[config.mk]
export PLATFORM = sky130hd
export DESIGN_NAME = lfu_victim_sel
export DESIGN_NICKNAME = d
export VERILOG_FILES = /design/src/hw/rtl/lfu_pkg.sv /design/src/hw/rtl/lfu_victim_sel.sv
export SDC_FILE = /design/constraint.sdc
export NUM_CORES = 2
export LEC_CHECK = 0
export BUFFER_PORTS_ARGS = -buffer_cell sky130_fd_sc_hd__buf_2
export CORE_ASPECT_RATIO = 1.1
export CORE_UTILIZATION = 30
export DETAILED_ROUTE_END_ITERATION = 7
export GPL_TIMING_DRIVEN = 0
export PLACE_DENSITY = 0.47
export SLEW_MARGIN = 20
export SYNTH_ARGS = -nofsm -noshare
export SYNTH_HDL_FRONTEND = slang
export SYNTH_SLANG_ARGS = --single-unit
[constraint.sdc]
create_clock -name vclk -period 10.18
set_input_delay 1.018 -clock vclk [all_inputs]
set_output_delay 1.018 -clock vclk [all_outputs]
set_load 0.03 [all_outputs]
[src/hw/rtl/lfu_pkg.sv]
// shared types and constants for the lfu cache table
package lfu_pkg;

	// default geometry
	localparam int ENTRIES_DEF    = 16;
	localparam int COUNT_BITS_DEF = 16;

	// capacity register
	localparam int             CAP_W     = 5;
	localparam logic [CAP_W-1:0] CAP_RESET = 5'd16;

	// transaction kinds
	localparam logic KIND_GET = 1'b0;
	localparam logic KIND_SET = 1'b1;

	// request transaction
	typedef struct packed {
		logic               kind;
		logic signed [31:0] lookup_key;
		logic signed [31:0] write_value;
	} req_t;

	// response transaction
	typedef struct packed {
		logic               found;
		logic signed [31:0] read_value;
		logic               evicted;
		logic signed [31:0] evicted_key;
	} rsp_t;

endpackage

[src/hw/rtl/lfu_victim_sel.sv]
// replacement victim select: lowest use count, oldest among equal counts
module lfu_victim_sel #(
	parameter int ENTRIES    = lfu_pkg::ENTRIES_DEF,
	parameter int COUNT_BITS = lfu_pkg::COUNT_BITS_DEF,
	parameter int RANK_W     = (ENTRIES > 1) ? $clog2(ENTRIES) : 1
) (
	input  logic [ENTRIES-1:0]                 valid,
	input  logic [ENTRIES-1:0][COUNT_BITS-1:0] use_count,
	input  logic [ENTRIES-1:0][RANK_W-1:0]     rank,
	output logic [ENTRIES-1:0]                 victim
);

	// pairwise compare matrix; ranks are unique among valid slots so one slot wins
	always_comb begin
		logic beats;
		for (int i = 0; i < ENTRIES; i++) begin
			beats = valid[i];
			for (int j = 0; j < ENTRIES; j++) begin
				if (j != i && valid[j]) begin
					if (!((use_count[i] < use_count[j]) ||
					      (use_count[i] == use_count[j] && rank[i] > rank[j]))) begin
						beats = 1'b0;
					end
				end
			end
			victim[i] = beats;
		end
	end

endmodule

==> results_tabular.tex <==
\begin{tabular}{lr}
\hline
Metric & Value \\
\hline
\multicolumn{2}{l}{\textbf{Global route}} \\
\quad GRT Util Overall & 0.377 \\
\quad Maximum number of pins on one net before global-route repair & 16 \\
\quad GRT overflow & 0 \\
\quad Number of antenna violations at the first check in global routing & 24 \\
\quad First-pass GRT wire length & 481,000 um \\
\quad Vias in the first global route & 57,500 \\
\multicolumn{2}{l}{\textbf{Setup path}} \\
\quad Worst setup path endpoint & victim[3] \\
\quad Data arrival time of the critical path & 6620 ps \\
\quad Worst path bufs/invs & 3 \\
\quad Cell with the largest stage delay on the worst path & sky130\_fd\_sc\_hd\_\_a2111oi\_0 \\
\quad Family with the most delay on the worst path & simple AND/OR/NAND/NOR gates \\
\quad Data required time at the worst endpoint & 9160 ps \\
\quad Worst setup EP type & primary output \\
\quad List of cells traversed by the critical path & buf\_2, clkinv\_1, ha\_1, nand4\_1, a2111oi\_0, nor3\_1, nor4\_1, nand4\_1, a2111oi\_0, and4b\_1, buf\_2 \\
\quad Category of the worst setup path launch point & primary input \\
\quad Highest net fanout along the worst path & 12 \\
\quad Source of the critical timing path & use\_count[55] \\
\quad Worst path depth & 11 \\
\quad Slowest stage delay, CP & 1030 ps \\
\quad Critical path start-end classification & primary input to primary output \\
\multicolumn{2}{l}{\textbf{Routing}} \\
\quad Detailed-route wire length per cell & 37.9 um \\
\quad Post-detailed-route via-to-cell ratio & 6.58 \\
\quad Number of iterations in the first detailed-routing pass & 8 \\
\quad Total routed wirelength & 366,000 um \\
\quad Remaining number of nets flagged by the antenna check after routing & 0 \\
\quad Drt initial violations & 7,466 \\
\quad DRC violations left & 0 \\
\quad Via count of the routed design & 63,500 \\
\multicolumn{2}{l}{\textbf{Clocking}} \\
\quad Count of hold buffers inserted by post-cts repair & 0 \\
\quad Count of buffers added by post-CTS timing repair for setup & 0 \\
\quad Post-cts sizing count & 0 \\
\multicolumn{2}{l}{\textbf{Final layout}} \\
\quad Total area of multi-input combinational cells & 53,400 um2 \\
\quad Final Net Count & 9,974 \\
\quad Flip-flop and latch area & 0 um2 \\
\quad Most frequent cells in the layout & 2,400 x sky130\_fd\_sc\_hd\_\_ha\_1, 958 x sky130\_fd\_sc\_hd\_\_a21oi\_1, 508 x sky130\_fd\_sc\_hd\_\_nand2\_1 \\
\quad Sequential cell count & 0 \\
\quad Number of clock-tree buffers in the layout & 0 \\
\quad Layout Area Growth over Synthesis & 10.1\% \\
\quad Layout filler cell count & 19,300 \\
\quad Most frequent standard cell in the layout excluding fill and tap cells & sky130\_fd\_sc\_hd\_\_ha\_1 \\
\quad Fraction of final layout cells with drive strength greater than 1 & 0.0748 \\
\multicolumn{2}{l}{\textbf{Synthesis}} \\
\quad Number of library cell types mapped by synthesis & 73 \\
\quad Post-synth top area share & 0.549 \\
\quad Synth Net Count & 9,587 \\
\quad Cell Area, Synth & 54,700 um2 \\
\quad Sequential share of the synthesized area & 0 \\
\quad Largest cells by area after synthesis & sky130\_fd\_sc\_hd\_\_ha\_1 55\%, sky130\_fd\_sc\_hd\_\_a21oi\_1 8.8\%, sky130\_fd\_sc\_hd\_\_nand4\_1 5.7\% \\
\quad Synthesized instance count & 6,851 \\
\quad Cell accounting for the most synthesized area & sky130\_fd\_sc\_hd\_\_ha\_1 \\
\quad Number of warnings issued by yosys & 0 \\
\quad Synth Area per Inst & 7.99 um2 \\
\multicolumn{2}{l}{\textbf{Min path}} \\
\quad Type of the tightest min-delay check & primary input to primary output \\
\quad Worst Hold Depth & 5 \\
\multicolumn{2}{l}{\textbf{STA}} \\
\quad Max-slew violations & 0 \\
\quad Final-report hold violation count & 0 \\
\quad Time the worst path needs with I/O delays and setup & 7640 ps \\
\quad Final cycle utilization of the critical path & 0.750 \\
\quad Setup Total Neg Slack & 0 ps \\
\quad Final setup viols & 0 \\
\quad RSZ-0062 raised after global routing & false \\
\quad Transition time at the pin with the least slew margin & 1390 ps \\
\quad Upper clock frequency limit & 131 MHz \\
\quad Relative slew slack & 0.0703 \\
\multicolumn{2}{l}{\textbf{Status}} \\
\quad Outcome & complete, no violations \\
\multicolumn{2}{l}{\textbf{Die}} \\
\quad Core Rows & 164 \\
\quad Height of the die & 450 um \\
\quad Area inside the core boundary & 181,000 um2 \\
\quad Number of I/O pins & 352 \\
\quad Floorplan die area & 184,000 um2 \\
\quad Die extent in x & 409 um \\
\quad Starting density of the core & 0.302 \\
\multicolumn{2}{l}{\textbf{Job}} \\
\quad Number of maximum-capacitance violations & 0 \\
\multicolumn{2}{l}{\textbf{Placement}} \\
\quad Final weighted congestion in routability-driven placement & 1.04 \\
\quad HPWL after DPL & 272,000 um \\
\quad PortBufs & 345 \\
\hline
\end{tabular}
==> per-stage QoR <==
step                area [um2]  utilization  cells  worst slack (ps)  hold WS (ps)
global route             60200        0.332   9644              2770          2750
detailed placement       60100        0.332   9641              3010          2730
CTS                      60100        0.332   9641              3000          2740
global placement         59500        0.328   9603              1870          2720
floorplan                54700            -   6851              4730          2290
finish                   60300        0.332   9654              2540          2740
==> cells in the mapped netlist (7+ instances only) <==
master and instances:
sky130_fd_sc_hd__or2_2 16, sky130_fd_sc_hd__a211oi_1 80, sky130_fd_sc_hd__a41o_1 11, sky130_fd_sc_hd__nand2b_1 53, sky130_fd_sc_hd__o2111ai_1 15, sky130_fd_sc_hd__a32oi_1 10, sky130_fd_sc_hd__a221oi_1 35, sky130_fd_sc_hd__a2111oi_0 60
sky130_fd_sc_hd__o31ai_1 9, sky130_fd_sc_hd__and4_1 48, sky130_fd_sc_hd__or3_1 21, sky130_fd_sc_hd__a21oi_1 958, sky130_fd_sc_hd__a41oi_1 12, sky130_fd_sc_hd__clkbuf_1 18, sky130_fd_sc_hd__o21ai_0 328, sky130_fd_sc_hd__a211o_1 14
sky130_fd_sc_hd__a31oi_1 28, sky130_fd_sc_hd__a21boi_0 11, sky130_fd_sc_hd__a22oi_1 7, sky130_fd_sc_hd__a221o_1 23, sky130_fd_sc_hd__o21a_1 37, sky130_fd_sc_hd__o21bai_1 9, sky130_fd_sc_hd__mux2i_1 16, sky130_fd_sc_hd__or4b_2 8
sky130_fd_sc_hd__or4_1 35, sky130_fd_sc_hd__a2111o_1 7, sky130_fd_sc_hd__a22o_1 7, sky130_fd_sc_hd__nor4_1 75, sky130_fd_sc_hd__nand2_1 508, sky130_fd_sc_hd__o211ai_1 149, sky130_fd_sc_hd__inv_1 429, sky130_fd_sc_hd__nand3b_1 7
sky130_fd_sc_hd__nand3_1 243, sky130_fd_sc_hd__ha_1 2400, sky130_fd_sc_hd__a21o_1 154, sky130_fd_sc_hd__nor2b_1 154, sky130_fd_sc_hd__nand4_1 501, sky130_fd_sc_hd__and3_1 19, sky130_fd_sc_hd__nor2_1 179, sky130_fd_sc_hd__and2_1 8
sky130_fd_sc_hd__nor3_1 52, sky130_fd_sc_hd__a311oi_1 8
==> cells by family after synthesis <==
| logic type | after synthesis | synth area share |
|---|---|---|
| AOI/OAI and AO/OA | 2026 | 0.226 |
| adders and majority gates | 2400 | 0.549 |
| buffers and inverters | 453 | 0.0316 |
| muxes | 19 | 0.00354 |
| and+or+nand+nor | 1953 | 0.190 |
==> routing by layer <==
layer | global-route usage | wire length [um] | vias up
met5 | 0 | 50 | -
met4 | 0.280 | 32600 | 8
met3 | 0.105 | 39900 | 1110
met2 | 0.552 | 148000 | 3946
met1 | 0.469 | 146000 | 30400
li1 | - | - | 28000
==> how the worst min path moves through the flow <==
| stage | start | to | slack, ps |
|---|---|---|---|
| global placement | valid[11] | victim[11] | 2720 |
| finish | valid[11] | victim[11] | 2740 |
| CTS | valid[11] | victim[11] | 2740 |
| global route | valid[11] | victim[11] | 2750 |
| detailed placement | valid[11] | victim[11] | 2730 |
| floorplan | valid[3] | victim[2] | 2290 |
==> layout make-up <==
cell class | instances | area share
Inverter | 432 | 0.0269
Timing Repair Buffer | 385 | 0.0351
Antenna cell | 11 | 0.000457
Tap cell | 2407 | 0.0500
Buffer | 21 | 0.00177
Multi-Input combinational cell | 6398 | 0.886
